<file path="src/sv/bqa_pkg.sv">
// Shared types, constants and a helper function of the billboard quad animator.
package bqa_pkg;

    // Instance store
    localparam int DEF_INSTANCES = 64;
    localparam int REQ_W         = 6;

    // Frame position is Q9.16
    localparam int FRAME_W = 8;
    localparam int FRAC_W  = 16;
    localparam int FPOS_W  = 25;
    localparam int WHOLE_W = FPOS_W - FRAC_W;

    // Shared multiplier: signed 17-bit by unsigned 26-bit operand
    localparam int MUL_A_W = 17;
    localparam int MUL_B_W = 26;
    localparam int MUL_P_W = 43;

    // Increment = floor((64*fps + 7) / 15), done as a multiply by 2^26/15 rounded up.
    // The 23-bit reciprocal is split into a high and a low part so each pass fits the multiplier.
    localparam int INC_LO_W = 13;
    localparam int INC_SHIFT = 26;
    localparam int INC_W = 19;
    localparam int ACC_W = 33;
    localparam int INC_SUM_W = ACC_W + INC_LO_W;
    localparam logic signed [MUL_A_W-1:0] INC_MUL_HI = 17'sd546;
    localparam logic signed [MUL_A_W-1:0] INC_MUL_LO = 17'sd1093;
    localparam logic [5:0] INC_BIAS = 6'd7;

    // Product of base size and scale, and the half offset along the right vector
    localparam int BS_W   = 26;
    localparam int SIZE_W = 25;
    localparam int RND_W  = MUL_P_W + 1;
    localparam int OFS_SHIFT = 17;
    localparam int OFS_W  = RND_W - OFS_SHIFT;
    localparam logic signed [RND_W-1:0] OFS_HALF = 44'sd65536;

    // Coordinates
    localparam int COORD_W = 24;
    localparam int CALC_W  = 28;
    localparam logic signed [CALC_W-1:0] COORD_MAX = 28'sd8388607;
    localparam logic signed [CALC_W-1:0] COORD_MIN = -28'sd8388608;

    // Corner codes
    localparam logic [1:0] CORNER_TL = 2'd0;
    localparam logic [1:0] CORNER_TR = 2'd1;
    localparam logic [1:0] CORNER_BR = 2'd2;
    localparam logic [1:0] CORNER_BL = 2'd3;

    typedef struct packed {
        logic [REQ_W-1:0]          instance_req;
        logic signed [15:0]        right_x;
        logic signed [15:0]        right_z;
        logic signed [COORD_W-1:0] pos_x;
        logic signed [COORD_W-1:0] pos_y;
        logic signed [COORD_W-1:0] pos_z;
        logic [9:0]                base_size;
        logic [15:0]               scale;
        logic [15:0]               fps;
        logic [FRAME_W-1:0]        first_frame;
        logic [FRAME_W-1:0]        last_frame;
    } t_in_item;

    typedef struct packed {
        logic [1:0]                corner;
        logic signed [COORD_W-1:0] vert_x;
        logic signed [COORD_W-1:0] vert_y;
        logic signed [COORD_W-1:0] vert_z;
        logic                      tex_u;
        logic                      tex_v;
        logic [FRAME_W-1:0]        frame_index;
        logic                      last;
    } t_out_item;

    typedef struct packed {
        logic rd_en;
        logic upd_en;
    } t_frame_ctl;

    typedef enum logic [2:0] {
        ST_IDLE,
        ST_BS,
        ST_INC_HI,
        ST_INC_LO,
        ST_DX,
        ST_DZ,
        ST_DZ_DONE,
        ST_OUT
    } t_state;

    function automatic logic [COORD_W-1:0] sat_coord(input logic signed [CALC_W-1:0] v);
        logic [COORD_W-1:0] res;
        if (v > COORD_MAX) begin
            res = COORD_MAX[COORD_W-1:0];
        end else if (v < COORD_MIN) begin
            res = COORD_MIN[COORD_W-1:0];
        end else begin
            res = v[COORD_W-1:0];
        end
        return res;
    endfunction

endpackage

</file>
<file path="src/sv/bqa_mul.sv">
// Shared signed-by-unsigned multiplier with a registered product.
module bqa_mul (
    input  logic                                 i_clk,
    input  logic signed [bqa_pkg::MUL_A_W-1:0]   i_a,
    input  logic [bqa_pkg::MUL_B_W-1:0]          i_b,
    output logic signed [bqa_pkg::MUL_P_W-1:0]   o_p
);
    import bqa_pkg::*;

    logic signed [MUL_P_W:0]   w_full;
    logic signed [MUL_P_W-1:0] r_p;

    assign w_full = i_a * $signed({1'b0, i_b});

    always_ff @(posedge i_clk) begin
        r_p <= w_full[MUL_P_W-1:0];
    end

    assign o_p = r_p;

endmodule

</file>
<file path="src/sv/bqa_frame.sv">
// Per-instance frame position store with the advance, wrap and clamp step.
module bqa_frame #(
    parameter int INSTANCES = bqa_pkg::DEF_INSTANCES
) (
    input  logic                           i_clk,
    input  logic                           i_rst_n,
    input  bqa_pkg::t_frame_ctl            i_ctl,
    input  logic [bqa_pkg::REQ_W-1:0]      i_req,
    input  logic [bqa_pkg::INC_W-1:0]      i_inc,
    input  logic [bqa_pkg::FRAME_W-1:0]    i_first,
    input  logic [bqa_pkg::FRAME_W-1:0]    i_last,
    output logic [bqa_pkg::FRAME_W-1:0]    o_frame_index
);
    import bqa_pkg::*;

    localparam int IDX_W = (INSTANCES > 1) ? $clog2(INSTANCES) : 1;
    localparam int EXT_W = (IDX_W > REQ_W) ? IDX_W : REQ_W;
    localparam int CMP_W = EXT_W + 1;

    logic [FPOS_W-1:0]  r_mem [INSTANCES];
    logic [INSTANCES-1:0] r_started;
    logic [FPOS_W-1:0]  r_rd_pos;
    logic [IDX_W-1:0]   r_addr;
    logic               r_hit;
    logic               r_in_range;
    logic [FRAME_W-1:0] r_frame_index;

    logic [EXT_W-1:0]   w_req_ext;
    logic [IDX_W-1:0]   w_addr;
    logic               w_in_range;
    logic [FRAME_W-1:0] w_hi;
    logic [FPOS_W-1:0]  w_first_pos;
    logic [FPOS_W-1:0]  w_base;
    logic [FPOS_W:0]    w_sum;
    logic [FPOS_W:0]    w_limit;
    logic [FPOS_W-1:0]  w_pos;
    logic [WHOLE_W-1:0] w_whole;
    logic [FRAME_W-1:0] w_clamped;

    assign w_req_ext  = EXT_W'(i_req);
    assign w_addr     = w_req_ext[IDX_W-1:0];
    assign w_in_range = {1'b0, w_req_ext} < CMP_W'(INSTANCES);

    // An inverted range collapses onto the first frame.
    assign w_hi        = (i_last < i_first) ? i_first : i_last;
    assign w_first_pos = FPOS_W'({i_first, {FRAC_W{1'b0}}});
    assign w_base      = r_hit ? r_rd_pos : w_first_pos;
    assign w_sum       = {1'b0, w_base} + (FPOS_W + 1)'(i_inc);
    assign w_limit     = (FPOS_W + 1)'({WHOLE_W'(w_hi) + WHOLE_W'(1), {FRAC_W{1'b0}}});
    assign w_pos       = (w_sum >= w_limit) ? w_first_pos : w_sum[FPOS_W-1:0];
    assign w_whole     = w_pos[FPOS_W-1:FRAC_W];

    always_comb begin
        if (w_whole < WHOLE_W'(i_first)) begin
            w_clamped = i_first;
        end else if (w_whole > WHOLE_W'(w_hi)) begin
            w_clamped = w_hi;
        end else begin
            w_clamped = w_whole[FRAME_W-1:0];
        end
    end

    always_ff @(posedge i_clk) begin
        if (i_ctl.rd_en) begin
            r_rd_pos <= r_mem[w_addr];
            r_addr   <= w_addr;
        end
        if (i_ctl.upd_en && r_in_range) begin
            r_mem[r_addr] <= w_pos;
        end
        if (i_ctl.upd_en) begin
            r_frame_index <= w_clamped;
        end
    end

    always_ff @(posedge i_clk) begin
        if (!i_rst_n) begin
            r_started  <= '0;
            r_hit      <= 1'b0;
            r_in_range <= 1'b0;
        end else begin
            if (i_ctl.rd_en) begin
                r_in_range <= w_in_range;
                r_hit      <= w_in_range && r_started[w_addr];
            end
            if (i_ctl.upd_en && r_in_range) begin
                r_started[r_addr] <= 1'b1;
            end
        end
    end

    assign o_frame_index = r_frame_index;

endmodule

</file>
<file path="src/sv/billboard_quad_animator.sv">
// Top level: sequencer around the shared multiplier, frame store and corner output register.
//
// Usage: one input transaction carries one sprite instance for one video frame; the block
// answers with four output transactions, the quad corners top left, top right, bottom right
// and bottom left, the last one flagged by the last field.
// Both channels use valid/stall. o_in_stall is high from the cycle after an input
// transaction until the fourth corner has been loaded into the output register, so the block
// works on one instance at a time.
// Each instance takes five passes through the one shared multiplier (size product, two parts
// of the frame increment, offsets along x and z), one step that drains the last product,
// four steps that load one corner each, and one step in idle taking the next instance.
// Output stall: a corner waits in the output register and the sequencer holds until it is
// taken; the next instance can be accepted while the fourth corner still waits.
// Reset (synchronous, active low) clears the sequencer, the output valid and all started
// flags, so every instance begins again at its first frame. Frame positions need no clear.
module billboard_quad_animator #(
    parameter int INSTANCES = bqa_pkg::DEF_INSTANCES
) (
    input  logic               i_clk,
    input  logic               i_rst_n,
    input  logic               i_in_valid,
    output logic               o_in_stall,
    input  bqa_pkg::t_in_item  i_in_item,
    output logic               o_out_valid,
    input  logic               i_out_stall,
    output bqa_pkg::t_out_item o_out_item
);
    import bqa_pkg::*;

    t_state                    r_state;
    t_state                    n_state;
    t_in_item                  r_item;
    logic [BS_W-1:0]           r_bs;
    logic [ACC_W-1:0]          r_acc;
    logic [INC_W-1:0]          r_inc;
    logic signed [OFS_W-1:0]   r_dx;
    logic signed [OFS_W-1:0]   r_dz;
    logic [1:0]                r_corner;
    logic                      r_out_valid;
    t_out_item                 r_out;

    logic signed [MUL_A_W-1:0] w_mul_a;
    logic [MUL_B_W-1:0]        w_mul_b;
    logic signed [MUL_P_W-1:0] w_prod;
    t_frame_ctl                w_frame_ctl;
    logic                      w_load;
    logic [FRAME_W-1:0]        w_frame_index;

    logic [INC_SUM_W-1:0]      w_inc_sum;
    logic signed [RND_W-1:0]   w_prod_rnd;
    logic [BS_W:0]             w_bs_rnd;
    logic [SIZE_W-1:0]         w_size;
    logic                      w_right;
    logic                      w_bottom;
    logic signed [CALC_W-1:0]  w_px;
    logic signed [CALC_W-1:0]  w_py;
    logic signed [CALC_W-1:0]  w_pz;
    logic signed [CALC_W-1:0]  w_vx;
    logic signed [CALC_W-1:0]  w_vy;
    logic signed [CALC_W-1:0]  w_vz;
    t_out_item                 w_corner_item;

    bqa_mul u_mul (
        .i_clk (i_clk),
        .i_a   (w_mul_a),
        .i_b   (w_mul_b),
        .o_p   (w_prod)
    );

    bqa_frame #(
        .INSTANCES (INSTANCES)
    ) u_frame (
        .i_clk         (i_clk),
        .i_rst_n       (i_rst_n),
        .i_ctl         (w_frame_ctl),
        .i_req         (i_in_item.instance_req),
        .i_inc         (r_inc),
        .i_first       (r_item.first_frame),
        .i_last        (r_item.last_frame),
        .o_frame_index (w_frame_index)
    );

    // Sequencer: the five multiply states feed the shared multiplier; the others do not.
    always_comb begin
        n_state     = r_state;
        w_mul_a     = '0;
        w_mul_b     = '0;
        w_frame_ctl = '0;
        w_load      = 1'b0;
        unique case (r_state)
            ST_IDLE: begin
                if (i_in_valid) begin
                    w_frame_ctl.rd_en = 1'b1;
                    n_state           = ST_BS;
                end
            end
            ST_BS: begin
                w_mul_a = MUL_A_W'(r_item.base_size);
                w_mul_b = MUL_B_W'(r_item.scale);
                n_state = ST_INC_HI;
            end
            ST_INC_HI: begin
                w_mul_a = INC_MUL_HI;
                w_mul_b = MUL_B_W'({r_item.fps, INC_BIAS});
                n_state = ST_INC_LO;
            end
            ST_INC_LO: begin
                w_mul_a = INC_MUL_LO;
                w_mul_b = MUL_B_W'({r_item.fps, INC_BIAS});
                n_state = ST_DX;
            end
            ST_DX: begin
                w_mul_a = MUL_A_W'(r_item.right_x);
                w_mul_b = r_bs;
                n_state = ST_DZ;
            end
            ST_DZ: begin
                w_mul_a            = MUL_A_W'(r_item.right_z);
                w_mul_b            = r_bs;
                w_frame_ctl.upd_en = 1'b1;
                n_state            = ST_DZ_DONE;
            end
            ST_DZ_DONE: begin
                n_state = ST_OUT;
            end
            ST_OUT: begin
                if (!r_out_valid || !i_out_stall) begin
                    w_load = 1'b1;
                    if (r_corner == CORNER_BL) begin
                        n_state = ST_IDLE;
                    end
                end
            end
        endcase
    end

    always_ff @(posedge i_clk) begin
        if (!i_rst_n) begin
            r_state <= ST_IDLE;
        end else begin
            r_state <= n_state;
        end
    end

    // The two reciprocal parts are recombined here; the sum shifted down is the increment.
    assign w_inc_sum  = {r_acc, {INC_LO_W{1'b0}}} + INC_SUM_W'(w_prod[ACC_W-1:0]);
    // Half offset rounds with ties toward plus infinity.
    assign w_prod_rnd = RND_W'(w_prod) + OFS_HALF;

    always_ff @(posedge i_clk) begin
        if (r_state == ST_IDLE) begin
            r_item <= i_in_item;
        end
        if (r_state == ST_INC_HI) begin
            r_bs <= w_prod[BS_W-1:0];
        end
        if (r_state == ST_INC_LO) begin
            r_acc <= w_prod[ACC_W-1:0];
        end
        if (r_state == ST_DX) begin
            r_inc <= w_inc_sum[INC_SHIFT+INC_W-1:INC_SHIFT];
        end
        if (r_state == ST_DZ) begin
            r_dx <= w_prod_rnd[RND_W-1:OFS_SHIFT];
        end
        if (r_state == ST_DZ_DONE) begin
            r_dz <= w_prod_rnd[RND_W-1:OFS_SHIFT];
        end
        if (w_load) begin
            r_out <= w_corner_item;
        end
    end

    // Corner assembly
    assign w_bs_rnd = (BS_W + 1)'(r_bs) + (BS_W + 1)'(2);
    assign w_size   = w_bs_rnd[BS_W:2];
    assign w_right  = (r_corner == CORNER_TR) || (r_corner == CORNER_BR);
    assign w_bottom = (r_corner == CORNER_BR) || (r_corner == CORNER_BL);
    assign w_px     = CALC_W'(r_item.pos_x);
    assign w_py     = CALC_W'(r_item.pos_y);
    assign w_pz     = CALC_W'(r_item.pos_z);
    assign w_vx     = w_right ? (w_px + CALC_W'(r_dx)) : (w_px - CALC_W'(r_dx));
    assign w_vz     = w_right ? (w_pz + CALC_W'(r_dz)) : (w_pz - CALC_W'(r_dz));
    assign w_vy     = w_bottom ? w_py : (w_py + $signed(CALC_W'(w_size)));

    always_comb begin
        w_corner_item.corner      = r_corner;
        w_corner_item.vert_x      = sat_coord(w_vx);
        w_corner_item.vert_y      = sat_coord(w_vy);
        w_corner_item.vert_z      = sat_coord(w_vz);
        w_corner_item.tex_u       = w_right;
        w_corner_item.tex_v       = w_bottom;
        w_corner_item.frame_index = w_frame_index;
        w_corner_item.last        = (r_corner == CORNER_BL);
    end

    always_ff @(posedge i_clk) begin
        if (!i_rst_n) begin
            r_out_valid <= 1'b0;
            r_corner    <= CORNER_TL;
        end else begin
            if (w_load) begin
                r_out_valid <= 1'b1;
                r_corner    <= r_corner + 2'd1;
            end else if (!i_out_stall) begin
                r_out_valid <= 1'b0;
            end
        end
    end

    assign o_in_stall  = (r_state != ST_IDLE);
    assign o_out_valid = r_out_valid;
    assign o_out_item  = r_out;

endmodule

</file>
<file path="config.mk">
export PLATFORM = sky130hd
export DESIGN_NAME = billboard_quad_animator
export DESIGN_NICKNAME = d
export VERILOG_FILES = /design/src/sv/bqa_pkg.sv /design/src/sv/bqa_mul.sv /design/src/sv/bqa_frame.sv /design/src/sv/billboard_quad_animator.sv
export SDC_FILE = /design/constraint.sdc
export NUM_CORES = 2
export LEC_CHECK = 0
export BUFFER_PORTS_ARGS = -buffer_cell sky130_fd_sc_hd__buf_4
export CAP_MARGIN = 20
export CELL_PAD_IN_SITES_DETAIL_PLACEMENT = 1
export CELL_PAD_IN_SITES_GLOBAL_PLACEMENT = 2
export CORE_MARGIN = 5
export CORE_UTILIZATION = 25
export DETAILED_ROUTE_END_ITERATION = 7
export GPL_TIMING_DRIVEN = 1
export PLACE_DENSITY = 0.56
export SLEW_MARGIN = 20
export SYNTH_ARGS = -nofsm -noshare
export SYNTH_HDL_FRONTEND = slang
export SYNTH_SLANG_ARGS = --single-unit
export TNS_END_PERCENT = 100
</file>
<file path="constraint.sdc">
create_clock -name i_clk -period 16.5 [get_ports i_clk]
set_clock_uncertainty 0.05 [all_clocks]
set_input_delay 1.65 -clock i_clk [delete_from_list [all_inputs] [get_ports i_clk]]
set_output_delay 1.65 -clock i_clk [all_outputs]
set_load 0.005 [all_outputs]
</file>
Word-level counts from Yosys, hierarchy flattened. Memory sizes are Yosys's and may differ from the RTL's. A register that Yosys moved wholly into a read port is not among the register bits. Index checks and enable logic that the tools add are counted.

Output and inout bits: 87. Memory bits (writable): 1600. Bits of input ports: 172. Memories: 1. Word-level logic and storage cells: 115. Bits in registers: 507.

Reductions and logical operators: 12. Bitwise gates (word level): 1. Mux-type cells: 30. Magnitude comparators: 13. Multipliers: 1. Eq/ne operators: 14. Add/sub/neg operators: 11.

Memories: u_frame.r_mem (words 64, width 25, read ports 1, clocked after Yosys merged registers in 1, write ports 1, RTL line bqa_frame.sv:20) `logic [FPOS_W-1:0] r_mem [INSTANCES];`.

Operators by type and width (number): 17-bit case mux with 5 select lines (1); 28-bit by 24-bit greater-than comparator with 1-bit output (second input constant) (3); 28-bit by 24-bit less-than comparator with 1-bit output (second input constant) (3); 28-bit two-way mux (3); 26-bit case mux with 3 select lines (1); 24-bit two-way mux (3); 64-bit bitwise OR (1); 24-bit by 27-bit adder with 28-bit output (2); 24-bit by 27-bit subtractor with 28-bit output (2); 25-bit two-way mux (2); 45-bit by 33-bit adder with 45-bit output (1); 43-bit by 18-bit adder with 44-bit output (second input constant) (1); 17-bit by 27-bit multiplier with 43-bit output (1); 24-bit by 26-bit adder with 27-bit output (1); 26-bit by 2-bit adder with 27-bit output (second input constant) (1); 25-bit by 19-bit adder with 26-bit output (1); 26-bit by 25-bit >= comparator with 1-bit output (1); 8-bit two-way mux (3); 3-bit case mux with 8 select lines (1); 6-bit by 7-bit less-than comparator with 1-bit output (second input constant) (2); 3-bit == test (second input constant) (4); 1-bit two-way mux (11); 8-bit by 1-bit adder with 9-bit output (second input constant) (1); 9-bit by 8-bit greater-than comparator with 1-bit output (1); 20 further kinds (31).

Longest topological paths before layout.
Depth after elaboration: 8. Mapped depth: 40. Mapped depth without buffers: 36.

By module. From an unflattened synthesis, not the netlist that was laid out.

Cell total of the unflattened synthesis: 6323. Area total of the unflattened synthesis: 102809.9 um2.

Modules (own cells, without submodules): bqa_frame (area an instance 67338.3 um2, seq. area each 50538.5 um2, instances 1, cells each 2975); billboard_quad_animator (area an instance 20203.1 um2, seq. area each 11471.0 um2, instances 1, cells each 1664); bqa_mul (area an instance 15268.4 um2, seq. area each 860.8 um2, instances 1, cells each 1684).

Worst setup path after synthesis. Ideal clock, no wire load.

Kind: reg-to-reg. Start: reg u_frame.r_hit. End: reg u_frame.r_frame_index[4] (netlist: u_frame.o_frame_index[4]) (data pin). Stages on the path, launching flop included: 35. Library setup time: 262 ps. Slack: 6190 ps. Data required time: 16188 ps. Buffers on the path: 4. Data arrival time: 9998 ps. Clock period less this slack: 10310 ps. Cells stage by stage: dfxtp_1 clkbuf_1 clkbuf_1 and2_1 ha_1 inv_1 fa_1 nor2b_1 o2111ai_1 nand4_1 a41o_1 a211oi_1 a21boi_0 nand2_1 xor2_1 mux2_2 inv_1 ha_1 and3_1 a221oi_1 a21oi_1 a2111oi_0 a21bo_2 buf_2 a21o_1 clkbuf_1 o21ai_0 ha_1 nor2b_1 a2111oi_0 nand2_1 o31a_1 o21ai_0 a22o_1 o2bb2a_1.

Word-level cells in the longest chain between the ends: 7. Elaborated cells between the ends (all ways): 8. Those cells by class: 1 x add/sub; 3 x order compare; 4 x mux.

RTL lines: start: declaration (RTL line bqa_frame.sv:24) `logic r_hit;`; start signal: assignment (RTL line bqa_frame.sv:84) `r_hit <= w_in_range && r_started[w_addr];`; 25-bit two-way mux * (RTL line bqa_frame.sv:47) `assign w_base = r_hit ? r_rd_pos : w_first_pos;`; 25-bit by 19-bit adder with 26-bit output * (RTL line bqa_frame.sv:48) `assign w_sum = {1'b0, w_base} + (FPOS_W + 1)'(i_inc);`; 26-bit by 25-bit >= comparator with 1-bit output (RTL line bqa_frame.sv:50) `assign w_pos = (w_sum >= w_limit) ? w_first_pos : w_sum[FPOS_W-1:0];`; 25-bit two-way mux * (RTL line bqa_frame.sv:50); via u_frame.w_pos[20] (RTL line bqa_frame.sv:36) `logic [FPOS_W-1:0] w_pos;`; 9-bit by 8-bit greater-than comparator with 1-bit output (RTL line bqa_frame.sv:56) `end else if (w_whole > WHOLE_W'(w_hi)) begin`; 8-bit two-way mux (RTL line bqa_frame.sv:56); 8-bit two-way mux * (RTL line bqa_frame.sv:54) `if (w_whole < WHOLE_W'(i_first)) begin`; via u_frame.w_clamped[4] (RTL line bqa_frame.sv:38) `logic [FRAME_W-1:0] w_clamped;`; end signal: assignment (RTL line bqa_frame.sv:72) `r_frame_index <= w_clamped;`; end: declaration (RTL line bqa_frame.sv:26) `logic [FRAME_W-1:0] r_frame_index;`.

The timed path passes the listed nets; every way through them passes the cells marked *. A chain may end at the register's enable or synchronous reset.

Worst setup path after layout.
Start: reg r_state[1]. End: reg u_mul.r_p[20] (netlist: u_mul.o_p[20]).

Word-level cells in the longest chain between the ends: 4. Elaborated cells between the ends (all ways): 10. Those cells by class: 1 x mul; 5 x eq/ne; 2 x mux; 2 x reduce/logical.

RTL lines: start: declaration (RTL line billboard_quad_animator.sv:30) `t_state r_state;`; start signal: assignment (RTL line billboard_quad_animator.sv:141) `r_state <= n_state;`; 3-bit == test or 3-bit by 2-bit == test with 1-bit output (tied branches) (RTL line billboard_quad_animator.sv:90) `unique case (r_state)`; 2-bit OR reduction (no source line); 26-bit case mux with 3 select lines (RTL line billboard_quad_animator.sv:90); 17-bit by 27-bit multiplier with 43-bit output * (RTL line bqa_mul.sv:13) `assign w_full = i_a * $signed({1'b0, i_b});`; via u_mul.w_full[20] (RTL line bqa_mul.sv:10) `logic signed [MUL_P_W:0] w_full;`; end signal: assignment (RTL line bqa_mul.sv:16) `r_p <= w_full[MUL_P_W-1:0];`; end: declaration (RTL line bqa_mul.sv:11) `logic signed [MUL_P_W-1:0] r_p;`.

Marked as above.

==> flow_summary.json <==
{
  "async_reset_ff_frac": 0,
  "clock_latency_ps": 970,
  "hold_path_class": "flop to flop",
  "r2r-start": "r_state[1]",
  "initial_core_util": 0.250,
  "stdcell_count": 12300,
  "yosysWarnings": 0,
  "cts.htree.levels": 4,
  "cp.required_ps": 17150,
  "synth_simple_gate_area_frac": 0.0561,
  "power_mw": 21.0,
  "top_level_ports": 259,
  "syn_nets": 7099,
  "min_period_over_period": 0.587,
  "num_rows": 234,
  "finalSetupTns_ps": 0,
  "ys_types": 88,
  "synth_compound_area_frac": 0.0423,
  "period_minus_slack_ps": 9690,
  "drv_slew": 0,
  "dieArea_sq_mm": 0.419,
  "finalWeightedCongestion": 0.824,
  "met1_usage": 0.205,
  "final_cell_mix": "edfxtp_1, mux4_2, inv_1",
  "yosysSeqAreaShare": 0.620,
  "tritoncts": "done",
  "maxCapViolCount": 0,
  "cpMostUsedCell": "fa_1",
  "cts_root_buf": "clkbuf_16",
  "status": "completed",
  "routed_via_density": 4.63,
  "relSlewSlack": 0.258,
  "cts_setup_buffers": 0,
  "tightest_slew_ps": 1110,
  "grt_use_met3": 0.0221,
  "drive_gt1_frac": 0.216,
  "drt_iter0_markers": 3954,
  "final_common_cell": "edfxtp_1",
  "setup_ws_ps": 6810,
  "critPathArrivalTime_ps": 10340,
  "grtUsageMet2": 0.250,
  "power_density_mw_per_mm2": 176,
  "die_h_um": 647,
  "grt_pass1_wl_mm": 456,
  "hpwl_mm": 213,
  "critical_path.max_stage_delay_ps": 730,
  "ant_nets": 0,
  "synth_xor_area_frac": 0.0216,
  "wl_per_cell_um": 25.9,
  "synth_area_sq_mm": 0.101,
  "setup.worst_path.start": "r_state[1]",
  "leakagePower_nw": 41.5,
  "reg2reg_depth": 30,
  "vias": 57000,
  "synth_area_per_cell_sq_um": 16.2,
  "clock_path_buffers": 4,
  "track_usage": 0.149,
  "dominantRegCellSynth": "edfxtp_1",
  "synth_adder_area_share": 0.109,
  "yosys_register_bits": 2132,
  "startpoint_type": "flop",
  "rsz0062_at_grt": "no",
  "cts_resized": 0,
  "path_clk_slew_ps": 60,
  "criticalPathCategory": "flop to flop",
  "grt-ovfl-total": 0,
  "grt_max_degree": 110,
  "dp_slack_ps": 6730,
  "rrSetupSlack_ps": 6810,
  "grt_pass1_vias": 61200,
  "area_growth_pct": 17.5,
  "cts_hold_buf": 0,
  "drt-pass1-iter-count": 7,
  "vdd_drop_max_uv": 323,
  "fin_nets": 7514,
  "finalSetupViolCount": 0,
  "grt.busiest_layer": "met2",
  "r2r_end": "u_mul.o_p[20]",
  "clock_sinks": 2132,
  "die_x_um": 647,
  "synthCells": 6264,
  "synth-edff-count": 2017,
  "grt_antenna_before_repair": 29,
  "fin_util": 0.294,
  "timing.fmax_ghz": 0.103,
  "synth_mux_area_frac": 0.124,
  "crit_fanout": 44,
  "cts_made_buffers": 239,
  "core-area_sq_mm": 0.405,
  "wirelength_mm": 319,
  "end_kind": "flop",
  "critical_path.endpoint": "u_mul.o_p[20]",
  "report.final.hold_viol_count": 0,
  "drc_errors": 0,
  "slowest_stage": "and2_1",
  "place_inst": 11900,
  "synth_top_family_by_area": "multiplexers",
  "port_buffers": 258
}
-- layout make-up --
| cell class | instances | area (sq um) |
|---|---|---|
| clock buffer | 310 | 6480 |
| fill | 42400 | 286000 |
| inverter | 493 | 1850 |
| timing repair buffer | 416 | 3170 |
| antenna | 5 | 12.5 |
| clock inverter | 139 | 1590 |
| multi-input combinational | 3397 | 36500 |
| sequential | 2132 | 62900 |
| tap | 5428 | 6790 |
-- how the worst min path moves through the flow --
stage               slack (ps)            end                     start  cells after the start
global placement           360        r_bs[4]              u_mul.o_p[4]                      0
global route               380  o_out_item[2]  u_frame.o_frame_index[1]                      0
CTS                        370  o_out_item[2]  u_frame.o_frame_index[1]                      0
detailed placement         360  o_out_item[2]  u_frame.o_frame_index[1]                      0
floorplan                  350  o_out_item[1]  u_frame.o_frame_index[0]                      0
finish                     370  o_out_item[2]  u_frame.o_frame_index[1]                      0
-- power breakdown --
group	switching, mW	leakage (nW)	internal, mW	total [mW]
Combinational	5.01	18.3	2.03	7.04
Sequential	0.348	19.3	8.13	8.48
Clock	2.26	3.93	3.21	5.48
-- routing by layer --
| layer | vias up | wire length, um |
|---|---|---|
| li1 | 24500 | - |
| met1 | 30800 | 142000 |
| met2 | 1355 | 154000 |
| met3 | 354 | 15800 |
| met4 | 0 | 7470 |
| met5 | - | 0 |
-- metrics by stage --
step                      hold WS [ps]  area [sq um]
after global routing               376        119000
final                              372        119000
after floorplan                    350        101000
after CTS                          372        119000
after global placement             359        111000
after detailed placement           359        111000
-- registers in the layout, summed over array words and instances (netlist names), 27 cells and up --
name,count
r_item,162
r_acc,32
u_frame.r_mem,1600
r_dz,27
u_frame.r_started,64
o_out_item,85
r_dx,27
u_mul.o_p,43
-- synth_stat cells, types with 7 or more instances --
library cell     n  area [sq um]
clkbuf_1       192           721
buf_1           42           158
a22o_1          21           184
nand3_1         50           250
xor2_1          56           490
inv_1          492          1850
o21a_1          41           308
a211oi_1        17           128
dfxtp_1        115          2300
nor3_1          39           195
o41ai_1          9          78.8
o31ai_1         20           150
mux2_2          17           191
and3_1          32           200
nand4_1         28           175
fa_1           363          7270
a221o_1          9          90.1
and2_1          49           307
xnor2_1        189          1660
o22ai_1         10          62.6
o211ai_1        14           105
or2_2           18           113
o21bai_1        12          90.1
mux4_2         546         12300
ha_1           300          3750
nor2b_1         30           188
a22oi_1         35           263
or3_1           24           150
o2bb2ai_1        8          70.1
edfxtp_1      2017         60600
nor2_1         556          2090
mux2i_1         10           100
nand2_1        359          1350
a31oi_1         22           138
nor4_1           7          43.8
o221a_2          7          78.8
a21o_1          76           571
a221oi_1        14           123
a21oi_1        138           691
o21ai_0        121           606
nand2b_1        29           181
a21boi_0         9          67.6
and4_1          10          87.6
nand3b_1        11          82.6
-- cells by family (layout without fill, tap and decap cells) --
group | after synthesis | in the layout
adders and majority gates | 663 | 663
DFF | 2132 | 2132
muxes | 573 | 573
and+or+nand+nor | 1275 | 1275
buffers and inverters | 735 | 1358
other | 0 | 5
AOI/OAI and AO/OA | 638 | 638
xor gates and xnor gates | 248 | 248
-- critical path, delay by kind of cell (launching register included) --
kind	cells	cell delay [ps]
buffers and inverters	6	550
DFF	1	370
AOI/OAI and AO/OA	9	2340
and+or+nand+nor	6	1920
xor gates and xnor gates	1	290
adders and majority gates	8	3890
No activity file was read; power rests on OpenSTA's default activity.
